[src/rtl/rlsa_pkg.sv]
// ----------------------------------------------------------------------------
// rlsa_pkg
// Shared types, register indexes and helpers for the run-length smear unit.
// ----------------------------------------------------------------------------
package rlsa_pkg;

  localparam int RUN_W      = 12;
  localparam int CFG_DATA_W = 13;
  localparam int CFG_IDX_W  = 2;

  // configuration register indexes
  localparam logic [CFG_IDX_W-1:0] REG_H_THRESH     = 2'd0;
  localparam logic [CFG_IDX_W-1:0] REG_V_THRESH     = 2'd1;
  localparam logic [CFG_IDX_W-1:0] REG_FRAME_WIDTH  = 2'd2;
  localparam logic [CFG_IDX_W-1:0] REG_FRAME_HEIGHT = 2'd3;

  localparam logic [RUN_W-1:0]      RUN_MAX          = 12'hfff;
  localparam logic [RUN_W-1:0]      H_THRESH_RST     = 12'd2000;
  localparam logic [RUN_W-1:0]      V_THRESH_RST     = 12'd2000;
  localparam logic [CFG_DATA_W-1:0] FRAME_WIDTH_RST  = 13'd640;
  localparam logic [CFG_DATA_W-1:0] FRAME_HEIGHT_RST = 13'd480;

  typedef struct packed {
    logic [RUN_W-1:0]      h_thresh;
    logic [RUN_W-1:0]      v_thresh;
    logic [CFG_DATA_W-1:0] frame_width;
    logic [CFG_DATA_W-1:0] frame_height;
  } rlsa_cfg_t;

  // item handed from the row stage to the column stage
  typedef struct packed {
    logic             pixel;
    logic [RUN_W-1:0] row_fill;
    logic             last;
    logic             first_row;
  } rlsa_item_t;

  // one column memory entry
  typedef struct packed {
    logic             seen;
    logic [RUN_W-1:0] run;
  } rlsa_col_t;

  localparam int COL_W = $bits(rlsa_col_t);

  function automatic logic [RUN_W-1:0] run_inc(input logic [RUN_W-1:0] r);
    return (r == RUN_MAX) ? RUN_MAX : r + 1'b1;
  endfunction

endpackage

[src/rtl/rlsa_row_stage.sv]
// ----------------------------------------------------------------------------
// rlsa_row_stage
// Raster position counters and the horizontal white run; forms the row fill.
// ----------------------------------------------------------------------------
module rlsa_row_stage #(
  parameter int MAX_WIDTH  = 4096,
  parameter int MAX_HEIGHT = 4096
) (
  input  logic                           clk,
  input  logic                           rst_n,
  input  rlsa_pkg::rlsa_cfg_t            cfg,
  input  logic                           accept,
  input  logic                           pixel_black,
  output logic [$clog2(MAX_WIDTH)-1:0]   col_addr,
  output rlsa_pkg::rlsa_item_t           item
);
  import rlsa_pkg::*;

  localparam int XW = $clog2(MAX_WIDTH);
  localparam int YW = $clog2(MAX_HEIGHT);
  localparam int CWX = (XW + 1 > CFG_DATA_W) ? XW + 1 : CFG_DATA_W;
  localparam int CWY = (YW + 1 > CFG_DATA_W) ? YW + 1 : CFG_DATA_W;
  localparam logic [CWX-1:0] W_MAX = CWX'(MAX_WIDTH);
  localparam logic [CWY-1:0] H_MAX = CWY'(MAX_HEIGHT);

  logic [XW-1:0]    col_pos_r, col_pos_nxt;
  logic [YW-1:0]    row_pos_r, row_pos_nxt;
  logic [RUN_W-1:0] run_r, run_nxt;
  logic             seen_r, seen_nxt;

  logic [CWX-1:0] fw_ext, w_eff;
  logic [CWY-1:0] fh_ext, h_eff;
  logic           row_end, frame_end;
  logic [RUN_W-1:0] row_fill;

  // zero size acts as one, oversize is clipped to the storage limit
  assign fw_ext = CWX'(cfg.frame_width);
  assign fh_ext = CWY'(cfg.frame_height);
  assign w_eff  = (fw_ext == '0) ? CWX'(1) : ((fw_ext > W_MAX) ? W_MAX : fw_ext);
  assign h_eff  = (fh_ext == '0) ? CWY'(1) : ((fh_ext > H_MAX) ? H_MAX : fh_ext);

  assign row_end   = (CWX'(col_pos_r) + CWX'(1)) >= w_eff;
  assign frame_end = row_end && ((CWY'(row_pos_r) + CWY'(1)) >= h_eff);

  assign row_fill = (pixel_black && seen_r && (run_r <= cfg.h_thresh)) ? run_r : '0;

  assign col_addr       = col_pos_r;
  assign item.pixel     = pixel_black;
  assign item.row_fill  = row_fill;
  assign item.last      = frame_end;
  assign item.first_row = (row_pos_r == '0);

  always_comb begin
    col_pos_nxt = col_pos_r;
    row_pos_nxt = row_pos_r;
    run_nxt     = run_r;
    seen_nxt    = seen_r;
    if (accept) begin
      if (pixel_black) begin
        run_nxt  = '0;
        seen_nxt = 1'b1;
      end else begin
        run_nxt = run_inc(run_r);
      end
      if (row_end) begin
        col_pos_nxt = '0;
        run_nxt     = '0;
        seen_nxt    = 1'b0;
        row_pos_nxt = frame_end ? '0 : row_pos_r + 1'b1;
      end else begin
        col_pos_nxt = col_pos_r + 1'b1;
      end
    end
  end

  always_ff @(posedge clk) begin
    if (!rst_n) begin
      col_pos_r <= '0;
      row_pos_r <= '0;
      run_r     <= '0;
      seen_r    <= 1'b0;
    end else begin
      col_pos_r <= col_pos_nxt;
      row_pos_r <= row_pos_nxt;
      run_r     <= run_nxt;
      seen_r    <= seen_nxt;
    end
  end

endmodule

[config.mk]
export PLATFORM = sky130hd
export DESIGN_NAME = rlsa_row_stage
export DESIGN_NICKNAME = d
export VERILOG_FILES = /design/src/rtl/rlsa_pkg.sv /design/src/rtl/rlsa_row_stage.sv
export SDC_FILE = /design/constraint.sdc
export NUM_CORES = 1
export LEC_CHECK = 0
export BUFFER_PORTS_ARGS = -buffer_cell sky130_fd_sc_hd__buf_2
export CAP_MARGIN = 40
export CORE_ASPECT_RATIO = 1.1
export CORE_MARGIN = 2
export CORE_UTILIZATION = 35
export CTS_CLUSTER_DIAMETER = 40
export DETAILED_ROUTE_END_ITERATION = 8
export GPL_TIMING_DRIVEN = 0
export PLACE_DENSITY = 0.65
export SYNTH_ARGS = -nofsm -noshare
export SYNTH_HDL_FRONTEND = slang
export SYNTH_SLANG_ARGS = --single-unit
[constraint.sdc]
create_clock -name clk -period 9.2 [get_ports clk]
set_input_delay 0.46 -clock clk [delete_from_list [all_inputs] [get_ports clk]]
set_output_delay 0.46 -clock clk [all_outputs]
set_load 0.01 [all_outputs]
==> results.sh <==
export IMPL_status="completed"
export IMPL_critical_path_required_ps=8740
export IMPL_end_kind="primary output"
export IMPL_cts_tree="done"
export IMPL_synth_top_family_by_area="simple AND/OR/NAND/NOR gates"
export IMPL_synth_avg_cell_area_um2=7.389
export IMPL_synth_mux_area_fraction=0
export IMPL_cts_path_max_buffers=2
export IMPL_antenna_cells=0
export IMPL_die_area_mm2=0.01016
export IMPL_wl_per_cell_um=14.09
export IMPL_ir_worst_vdd_v=0.00006037
export IMPL_layout_min_cycle_time_ps=4368
export IMPL_worstPathArrival_ps=3910
export IMPL_postRouteAntennaNets=0
export IMPL_p_leak_nw=1.742
export IMPL_ys_flop_type="dfxtp_1"
export IMPL_num_vias=3505
export IMPL_nFillCells=984
export IMPL_path_delay_family="compound AO/OA/AOI/OAI gates"
export IMPL_ys_ff_latch=37
export IMPL_portBuffers=66
export IMPL_antenna_found_initial=0
export IMPL_crit_path_cell_trace="ha_1 -> nand2_1 -> or3_4 -> nor2_1 -> xor2_1 -> ha_1 -> a21o_1 -> a21oi_1 -> o221ai_1 -> a21oi_2 -> buf_2 -> nor2_1 -> buf_4 -> buf_2"
export IMPL_setup_tns_ps=0
export IMPL_slew_headroom=0.5754
export IMPL_grt_max_degree=14
export IMPL_drt_wl_total_um=8944
export IMPL_worst_hold_slack_ps=530.4
export IMPL_cts_root_buffer="clkbuf_8"
export IMPL_cts_repair_resized=0
export IMPL_synth_nets=540
export IMPL_grt_pass1_wl_um=15150
export IMPL_cts_setup_buffers=0
export IMPL_cts_htree_levels=2
export IMPL_placed_cells=627
export IMPL_drt_initial_drc_count=201
export IMPL_final_max_slew_violation_count=0
export IMPL_synth_compound_area_frac=0.2040
export IMPL_critPathSlowestCell="dfxtp_1"
export IMPL_die_w_um=96.31
export IMPL_synth_xor_area_frac=0.04539
export IMPL_final_cell_mix="72 x buf_2, 69 x nand2_1, 42 x ha_1"
export IMPL_hold_viol=0
export IMPL_grt_use_total=0.1834
export IMPL_synth_edf_count=0
export IMPL_layout_commonest_cell="buf_2"
export IMPL_initial_utilization=0.3543
export IMPL_synthCells=444
export IMPL_hold_buffers=0
export IMPL_path_buf_inv=3
export IMPL_async_flop_share=0
export IMPL_mappedNetlistArea_mm2=0.003281
export IMPL_yosys_warnings=0
export IMPL_fin_nets=613
export IMPL_hp_class="register to register"
export IMPL_cts_sinks=37
export IMPL_layoutNonFillerInstCount=635
export IMPL_design_area_mm2=0.003849
export IMPL_synthSimpleGateAreaFrac=0.3074
export IMPL_critPathKind="register to primary output"
export IMPL_cp_max_fo=10
export IMPL_gp_congestion=0.8370
export IMPL_cts_buffers=5
export IMPL_grt_ovfl_total=0
export IMPL_path_clk_slew_ps=80
export IMPL_p_per_area_mw_per_mm2=87.66
export IMPL_post_dp_cell_area_mm2=0.003757
export IMPL_synthToLayoutAreaGrowth_pct=17.32
export IMPL_fmax_mhz=228.9
export IMPL_drt_pass1_iter_count=5
export IMPL_drc=0
export IMPL_ys_types=54
export IMPL_die_h_um=105.5
export IMPL_worst_slew_pin_slew_ps=634.5
export IMPL_ys_seq_area_frac=0.2258
export IMPL_cp_start_kind="register"
export IMPL_hpwl_um=6982
export IMPL_placeableCoreArea_mm2=0.009259
export IMPL_rows=37
export IMPL_num_io_pins=81
export IMPL_drive_above_1_share=0.1834
export IMPL_grt_pass1_vias=3264
export IMPL_fin_skew_ps=3.201
export IMPL_max_cap_violations=0
export IMPL_slowest_delay_ps=480
export IMPL_synth_fa_ha_area_frac=0.1602
export IMPL_period_share=0.4748
export IMPL_clk_latency_ps=290
export IMPL_setup_viol=0
export IMPL_via_per_inst=5.520
export IMPL_rsz0062_at_grt="no"
[synth_stat cells (all sizes together) (3+ instances only)]
cell type / number / area, um2
ha: 42 / 525.5
nor3b: 4 / 30.03
nor3: 7 / 40.04
a31oi: 15 / 93.84
nor2b: 11 / 68.82
nand4: 15 / 93.84
nor4: 6 / 37.54
dfxtp: 37 / 740.7
nand3b: 4 / 30.03
a21oi: 31 / 158.9
a21o: 8 / 60.06
and3: 8 / 52.55
a211oi: 4 / 35.03
nor2: 22 / 85.09
clkbuf: 10 / 37.54
o31ai: 6 / 45.04
buf: 9 / 48.79
o221ai: 3 / 26.28
nand4b: 8 / 70.07
xor2: 9 / 78.83
nand2: 69 / 259.0
inv: 27 / 101.3
o21a: 3 / 22.52
nand3: 22 / 115.1
or2: 4 / 25.03
o21ai: 27 / 135.1
xnor2: 8 / 70.07
or3: 5 / 36.28
[stage by stage]
stage / worst slack [ps] / util / power, mW
4_1_cts: 4818 / 0.4157 / 0.3407
6_report: 4832 / 0.4157 / 0.3374
5_1_grt: 4543 / 0.4157 / 0.3573
3_3_place_gp: 5257 / 0.4058 / 0.2221
2_1_floorplan: 5829 / - / 0.2015
3_5_place_dp: 5152 / 0.4058 / 0.2245
[final timing paths]
| kind | startpoint | endpoint | slack, ps | cells after the start |
|---|---|---|---|---|
| worst min register to register | row_pos_r[10] | row_pos_r[10] | 530 | 2 |
| worst max-delay path | col_addr[0] | item[1] | 4830 | 14 |
| worst min-delay path | row_pos_r[10] | row_pos_r[10] | 530 | 2 |
| worst max register to register | col_addr[0] | run_r[11] | 5480 | 13 |
[report_power, final]
part,switching (mW),total [mW],internal (mW)
combinational,0.0342,0.0564,0.0222
sequential,0.00264,0.164,0.162
clock,0.0630,0.117,0.0537
total,0.0998,0.337,0.238
[state kept, by name, indices dropped and copies added, names as in the netlist]
name	cells
col_addr	12
run_r	12
seen_r	1
row_pos_r	12
[layer usage]
metal | vias up | GRT usage | wire (um)
li1 | 1760 | - | -
met1 | 1642 | 0.2499 | 4080
met2 | 91 | 0.3051 | 4291
met3 | 12 | 0.01787 | 405
met4 | 0 | 0.05131 | 167
met5 | - | 0 | 0
[layout make-up]
class | instances | area (um2) | area share
repair buffers | 66 | 330.3 | 0.08583
multi-input cells | 361 | 2352 | 0.6112
well taps | 117 | 146.4 | 0.03804
flip-flops and latches | 37 | 740.7 | 0.1925
clock inverters | 3 | 22.52 | 0.005852
clock buffers | 5 | 68.82 | 0.01788
inverters | 27 | 101.3 | 0.02633
plain buffers | 19 | 86.33 | 0.02243
[worst reg2reg max path, stage by stage (launching register included)]
cell      delay [ps]
dfxtp_1          480
ha_1             310
nand2_1          100
or3_4            410
nor2_1           180
xor2_1           240
ha_1             290
a21o_1           180
a21oi_1          140
o221ai_1         230
a21oi_2          400
buf_2            330
o311ai_0         170
a21oi_1          190
[logic make-up (layout without fill, tap and decap cells)]
kind of cell / after synthesis / after routing
and+or+nand+nor: 194 / 194
AOI/OAI and AO/OA: 108 / 108
buffers and inverters: 46 / 120
adders and majority gates: 42 / 42
DFF: 37 / 37
xor gates and xnor gates: 17 / 17
No activity file was read; power rests on OpenSTA's default activity.
