## src/rtl/rlsa_pkg.sv

```systemverilog
// ----------------------------------------------------------------------------
// rlsa_pkg
// Shared types, register indexes and helpers for the run-length smear unit.
// ----------------------------------------------------------------------------
package rlsa_pkg;

  localparam int RUN_W      = 12;
  localparam int CFG_DATA_W = 13;
  localparam int CFG_IDX_W  = 2;

  // configuration register indexes
  localparam logic [CFG_IDX_W-1:0] REG_H_THRESH     = 2'd0;
  localparam logic [CFG_IDX_W-1:0] REG_V_THRESH     = 2'd1;
  localparam logic [CFG_IDX_W-1:0] REG_FRAME_WIDTH  = 2'd2;
  localparam logic [CFG_IDX_W-1:0] REG_FRAME_HEIGHT = 2'd3;

  localparam logic [RUN_W-1:0]      RUN_MAX          = 12'hfff;
  localparam logic [RUN_W-1:0]      H_THRESH_RST     = 12'd2000;
  localparam logic [RUN_W-1:0]      V_THRESH_RST     = 12'd2000;
  localparam logic [CFG_DATA_W-1:0] FRAME_WIDTH_RST  = 13'd640;
  localparam logic [CFG_DATA_W-1:0] FRAME_HEIGHT_RST = 13'd480;

  typedef struct packed {
    logic [RUN_W-1:0]      h_thresh;
    logic [RUN_W-1:0]      v_thresh;
    logic [CFG_DATA_W-1:0] frame_width;
    logic [CFG_DATA_W-1:0] frame_height;
  } rlsa_cfg_t;

  // item handed from the row stage to the column stage
  typedef struct packed {
    logic             pixel;
    logic [RUN_W-1:0] row_fill;
    logic             last;
    logic             first_row;
  } rlsa_item_t;

  // one column memory entry
  typedef struct packed {
    logic             seen;
    logic [RUN_W-1:0] run;
  } rlsa_col_t;

  localparam int COL_W = $bits(rlsa_col_t);

  function automatic logic [RUN_W-1:0] run_inc(input logic [RUN_W-1:0] r);
    return (r == RUN_MAX) ? RUN_MAX : r + 1'b1;
  endfunction

endpackage

```

## src/rtl/rlsa_cfg_regs.sv

```systemverilog
// ----------------------------------------------------------------------------
// rlsa_cfg_regs
// Threshold and frame size registers behind the configuration write channel.
// ----------------------------------------------------------------------------
module rlsa_cfg_regs (
  input  logic                             clk,
  input  logic                             rst_n,
  input  logic                             cfg_valid,
  output logic                             cfg_ready,
  input  logic [rlsa_pkg::CFG_IDX_W-1:0]   cfg_index,
  input  logic [rlsa_pkg::CFG_DATA_W-1:0]  cfg_data,
  output rlsa_pkg::rlsa_cfg_t              cfg
);
  import rlsa_pkg::*;

  rlsa_cfg_t cfg_r;
  rlsa_cfg_t cfg_nxt;

  assign cfg_ready = 1'b1;

  always_comb begin
    cfg_nxt = cfg_r;
    if (cfg_valid) begin
      case (cfg_index)
        REG_H_THRESH:     cfg_nxt.h_thresh     = cfg_data[RUN_W-1:0];
        REG_V_THRESH:     cfg_nxt.v_thresh     = cfg_data[RUN_W-1:0];
        REG_FRAME_WIDTH:  cfg_nxt.frame_width  = cfg_data;
        REG_FRAME_HEIGHT: cfg_nxt.frame_height = cfg_data;
        default:          cfg_nxt              = cfg_r;
      endcase
    end
  end

  always_ff @(posedge clk) begin
    if (!rst_n) begin
      cfg_r.h_thresh     <= H_THRESH_RST;
      cfg_r.v_thresh     <= V_THRESH_RST;
      cfg_r.frame_width  <= FRAME_WIDTH_RST;
      cfg_r.frame_height <= FRAME_HEIGHT_RST;
    end else begin
      cfg_r <= cfg_nxt;
    end
  end

  assign cfg = cfg_r;

endmodule

```

## config.mk

```make
export PLATFORM = sky130hd
export DESIGN_NAME = rlsa_cfg_regs
export DESIGN_NICKNAME = d
export VERILOG_FILES = /design/src/rtl/rlsa_pkg.sv /design/src/rtl/rlsa_cfg_regs.sv
export SDC_FILE = /design/constraint.sdc
export NUM_CORES = 1
export LEC_CHECK = 0
export ABC_CLOCK_PERIOD_IN_PS = 850
export BUFFER_PORTS_ARGS = -buffer_cell sky130_fd_sc_hd__buf_2
export CAP_MARGIN = 25
export CORE_MARGIN = 4
export CORE_UTILIZATION = 25
export DETAILED_ROUTE_END_ITERATION = 12
export PLACE_DENSITY = 0.57
export SLEW_MARGIN = 20
export SYNTH_ARGS = -nofsm -noshare
export SYNTH_HDL_FRONTEND = slang
export SYNTH_SLANG_ARGS = --single-unit
```

## constraint.sdc

```tcl
create_clock -name clk -period 0.85 [get_ports clk]
set_input_delay 0.0425 -clock clk [delete_from_list [all_inputs] [get_ports clk]]
set_output_delay 0.0425 -clock clk [all_outputs]
set_load 0.03 [all_outputs]
```

==> metrics.csv, run 1 <==
metric,value,unit
netlist_area,1940,µm²
fin_area,3110,µm²
vias,1552,
clk_pin_slew,0.09,ns
total_power,4950,µW
wire_per_inst,13.3,µm
die-area,9250,µm²
fmax,1.21,GHz
crit_family,flip-flops,
grt_use_total,0.112,
grt-ovfl-total,0,
grt_first_pass_wirelength,7960,µm
cts.sinks,50,
ios,69,
holdPathStages,3,
antennaDiodeCount,0,
finalCritPeriodShare,0.970,
antenna_found_initial,0,
rr_endpoint,cfg[48],
fin_skew,0,ns
seqCellArea,1060,µm²
port_buffers,67,
avgSynthCellArea,10.2,µm²
largest_reg_flops,50,
setup_viol,0,
power.density,1590,nW/µm²
die_h,96.2,µm
crit_required,0.81,ns
core_area,7410,µm²
whs,0.00992,ns
r2r_cells,3,
clock_latency,0.29,ns
num-nets-final,296,
min_period,0.824,ns
slowest_stage,dfxtp_2,
peakVddDrop,748,µV
antenna_left,0,
hold_class,input pin to register,
critPathKind,register to primary output,
layout-drive-gt1-share,0.534,
fillers,710,
hpwl,3590,µm
cpPeakStageDelay,0.36,ns
cts_tree,done,
r2r-start,cfg[48],
start_util,0.262,
dpl_cell_area,2560,µm²
r2r_setup_slack,0.10,ns
cp_max_fo,2,
hold_violations,0,
slew_violations,0,
hp-start,cfg_data[12],
layout.cells.non_filler,378,
row_count,31,
grt_max_degree,19,
yosys_warnings,0,
crit_buf_inv,1,
area_growth,59.8,%
critPathArrivalTime,0.78,ns
synth_cells,191,
worst_setup_path_end_kind,primary output,
p_leak,0.00146,µW
startpoint_type,register,
rsz0062_at_grt,true,
status,"finished, final reports clean",
ys_ff_latch,50,
final.setup.tns,0,ns
synth.distinct_cells,17,
hold-path-endpoint,cfg[12],
cts_root_buf,clkbuf_8,
h-tree-depth,2,
multi_input_area,875,µm²
drv_cap,0,
synth_fp_nets,209,
dr.pass1.iters,3,
place.gp.congestion,0.707,
clock_path_buffers,2,
die_w,96.2,µm
routed_via_density,4.11,
wl,5020,µm
dp.cells,363,
ys_seq_area_frac,0.515,
grt_pass1_vias,1553,
crit_chain,buf_6,
drc,0,
cts_buffers,5,
drt_iter0_drc,25,
-- per-layer routing --
layer | share of wire | global-route usage | vias up
li1 | - | - | 801
met1 | 0.47 | 0.148 | 701
met2 | 0.46 | 0.174 | 45
met3 | 0.068 | 0.0391 | 5
met4 | 0.0072 | 0.0284 | 0
met5 | 0 | 0 | -
-- worst min-delay path: stages --
cell and delay (ns):
buf_2 0.09, nand2_1 0.07, mux2i_1 0.06
-- what timing repair did --
item,CTS,global route
hold buffers,3,0
setup endpoints to repair,50,46
hold endpoints to repair,3,0
setup buffers,0,4
resized for setup,116,36
-- layout make-up --
cell class / count / area share
inverters: 1 / 0.00121
clock inverters: 1 / 0.00967
multi-input cells: 126 / 0.282
repair buffers: 94 / 0.301
flip-flops and latches: 50 / 0.342
well taps: 99 / 0.0399
clock buffers: 7 / 0.0246
-- report_power, final --
part	internal [µW]	total [µW]	switching, µW
clock network	882	1650	765
registers	2440	2500	60.3
logic	389	800	412
total	3710	4950	1240
-- how the worst max path moves through the flow --
| stage | startpoint | end | slack, ns | cells after the start |
|---|---|---|---|---|
| floorplan | cfg_index[1] | cfg[45] | -0.07 | 4 |
| global placement | cfg_index[1] | cfg[45] | -0.14 | 4 |
| detailed placement | cfg_index[1] | cfg[46] | -0.15 | 4 |
| CTS | cfg[29] | cfg[29] | 0.0008 | 1 |
| global route | cfg[10] | cfg[10] | -0.01 | 1 |
| finish | cfg[38] | cfg[38] | 0.03 | 1 |
-- synth_stat cells --
master / count / share of area
dfxtp_1: 50 / 0.52
nand4_1: 1 / 0.0032
nand3b_1: 2 / 0.0077
buf_2: 4 / 0.010
inv_1: 1 / 0.0019
buf_4: 1 / 0.0039
buf_6: 1 / 0.0058
clkbuf_1: 8 / 0.015
and3b_1: 2 / 0.0090
mux2i_1: 49 / 0.25
or3b_1: 1 / 0.0045
nor2b_1: 23 / 0.074
nand3_1: 1 / 0.0026
nand2_1: 44 / 0.085
conb_1: 1 / 0.0019
o211ai_1: 1 / 0.0039
and3_1: 1 / 0.0032
-- metrics by stage --
step	setup WS [ns]	util
final	0.0258	0.419
after global routing	-0.0128	0.419
after CTS	0.000774	0.407
after detailed placement	-0.148	0.345
after global placement	-0.135	0.345
after floorplan	-0.0653	-
-- cell families after synthesis --
| family | count (synthesis) | share of synthesized area |
|---|---|---|
| other cells | 1 | 0.00193 |
| buf+inv | 15 | 0.0373 |
| mux | 49 | 0.252 |
| flops | 50 | 0.515 |
| compound gates | 1 | 0.00386 |
| simple gates | 75 | 0.189 |
-- placed cells by master, fill, tap and decap left out, types with 2 or more instances in the layout --
cell type,netlist,routed
dfxtp_2,0,50
buf_6,1,50
mux2i_1,49,49
nand2_1,44,44
nor2b_1,23,21
buf_4,1,18
buf_2,4,17
buf_12,0,6
clkbuf_8,0,5
dlygate4sd3_1,0,3
and3b_1,2,2
nor2b_2,0,2
nand3b_1,2,2
clkbuf_1,8,2
(Power assumes the default switching activity.)
==> run 2, diff against run 1 <==
Settings changed: CTS_BUF_LIST from default to sky130_fd_sc_hd__clkbuf_8 sky130_fd_sc_hd__clkbuf_16.
==> metrics.csv, run 2 (synthesized netlist as in run 1, its figures left out) <==
metric,value,unit,change
status,"finished, final reports clean",,
antenna_left,0,,unchanged
core_area,7410,µm²,unchanged
h-tree-depth,2,,unchanged
cts_root_buf,clkbuf_8,,
largest_reg_flops,50,,unchanged
antennaDiodeCount,0,,unchanged
cts_buffers,5,,unchanged
grt_first_pass_wirelength,7960,µm,unchanged
drc,0,,unchanged
min_period,0.824,ns,-0.0000159 ns
area_growth,60.2,%,
dr.pass1.iters,3,,unchanged
clock_path_buffers,2,,unchanged
slew_violations,0,,unchanged
layout-drive-gt1-share,0.536,,+0.00166
power.density,1580,nW/µm²,-0.63%
row_count,31,,unchanged
num-nets-final,297,,+0.34%
grt_max_degree,19,,unchanged
peakVddDrop,748,µV,about the same
wire_per_inst,13.3,µm,about the same
wl,5030,µm,+0.22%
drv_cap,0,,unchanged
die_h,96.2,µm,unchanged
setup_viol,0,,unchanged
cts.sinks,50,,unchanged
cpPeakStageDelay,0.36,ns,about the same
hold_class,input pin to register,,
crit_buf_inv,1,,unchanged
finalCritPeriodShare,0.970,,about the same
routed_via_density,4.09,,-0.39%
grt_use_total,0.112,,unchanged
clock_latency,0.29,ns,about the same
cts_tree,done,,
hold_violations,0,,unchanged
hpwl,3590,µm,unchanged
drt_iter0_drc,21,,-16%
place.gp.congestion,0.707,,unchanged
crit_required,0.81,ns,about the same
crit_family,flip-flops,,
fmax,1.21,GHz,about the same
slowest_stage,dfxtp_2,,
ios,69,,unchanged
layout_common_cells,"dfxtp_2 (50), buf_6 (50), mux2i_1 (49)",,
seqCellArea,1060,µm²,unchanged
worst_setup_path_end_kind,primary output,,
clk_pin_slew,0.09,ns,about the same
antenna_found_initial,0,,unchanged
grt_pass1_vias,1553,,unchanged
die-area,9250,µm²,unchanged
rsz0062_at_grt,true,,
crit_chain,buf_6,,
die_w,96.2,µm,unchanged
whs,0.00994,ns,+0.0000159 ns
startpoint_type,register,,
port_buffers,67,,unchanged
multi_input_area,875,µm²,unchanged
grt-ovfl-total,0,,unchanged
total_power,4930,µW,-0.39%
start_util,0.262,,unchanged
p_leak,0.00147,µW,+0.94%
critPathKind,register to primary output,,
fin_skew,0,ns,unchanged
vias,1550,,-0.13%
critPathArrivalTime,0.78,ns,about the same
fillers,706,,-0.56%
cp_max_fo,2,,unchanged
## run 2: cell count changes in the layout (fill, tap and decap cells not counted)
cell / before / now
clkbuf_1: 2 / 0
inv_1: 1 / 3
buf_4: 18 / 19
## run 2: metrics by stage
stage	setup slack (ns)	utilization	cells	TNS (ns)	cell area (µm²)
CTS	0.000401	0.407	374	0	3010
global route	-0.0128	0.420	379	-0.0689	3110
detailed placement	-0.148	0.345	363	-4.10	2560
finish	0.0258	0.420	379	0	3110
floorplan	-0.0653	-	191	-0.605	1940
global placement	-0.135	0.345	363	-3.67	2560
## run 2: worst paths after layout
path,start,to,cells past startpoint,slack [ns]
setup / recovery,cfg[38],cfg[38],1,0.03
hold / removal,cfg_data[12],cfg[12],3,0.01
setup reg to reg,cfg[48],cfg[48],3,0.10
hold reg to reg,cfg[24],cfg[24],2,0.46
## run 2: area by class of cell
type                            instances  area share
Clock inverter                          3      0.0121
Inverter                                1     0.00121
Multi-Input combinational cell        126       0.281
Timing Repair Buffer                   95       0.302
Sequential cell                        50       0.342
Tap cell                               99      0.0398
Clock buffer                            5      0.0221
## run 2: metal layers
metal | global-route usage | vias up | wire (µm)
met5 | 0 | - | 0
met4 | 0.0284 | 0 | 36
met3 | 0.0391 | 5 | 341
met2 | 0.174 | 45 | 2290
met1 | 0.148 | 697 | 2360
li1 | - | 803 | -
## run 2: report_power, final
| group | total (µW) | switching (µW) | leakage (µW) | internal, µW |
|---|---|---|---|---|
| logic | 803 | 412 | 0.000999 | 390 |
| clock network | 1630 | 767 | 0.0000607 | 858 |
| registers | 2500 | 60.4 | 0.000414 | 2440 |
## run 2: timing repair
| action | 4_1_cts | 5_1_grt |
|---|---|---|
| buffers inserted | 0 | 5 |
| gates resized for setup | 116 | 36 |
| hold endpoints to repair | 3 | 0 |
| pin swaps | 0 | 0 |
| hold buffers | 3 | 0 |
| setup endpoints to repair | 50 | 47 |
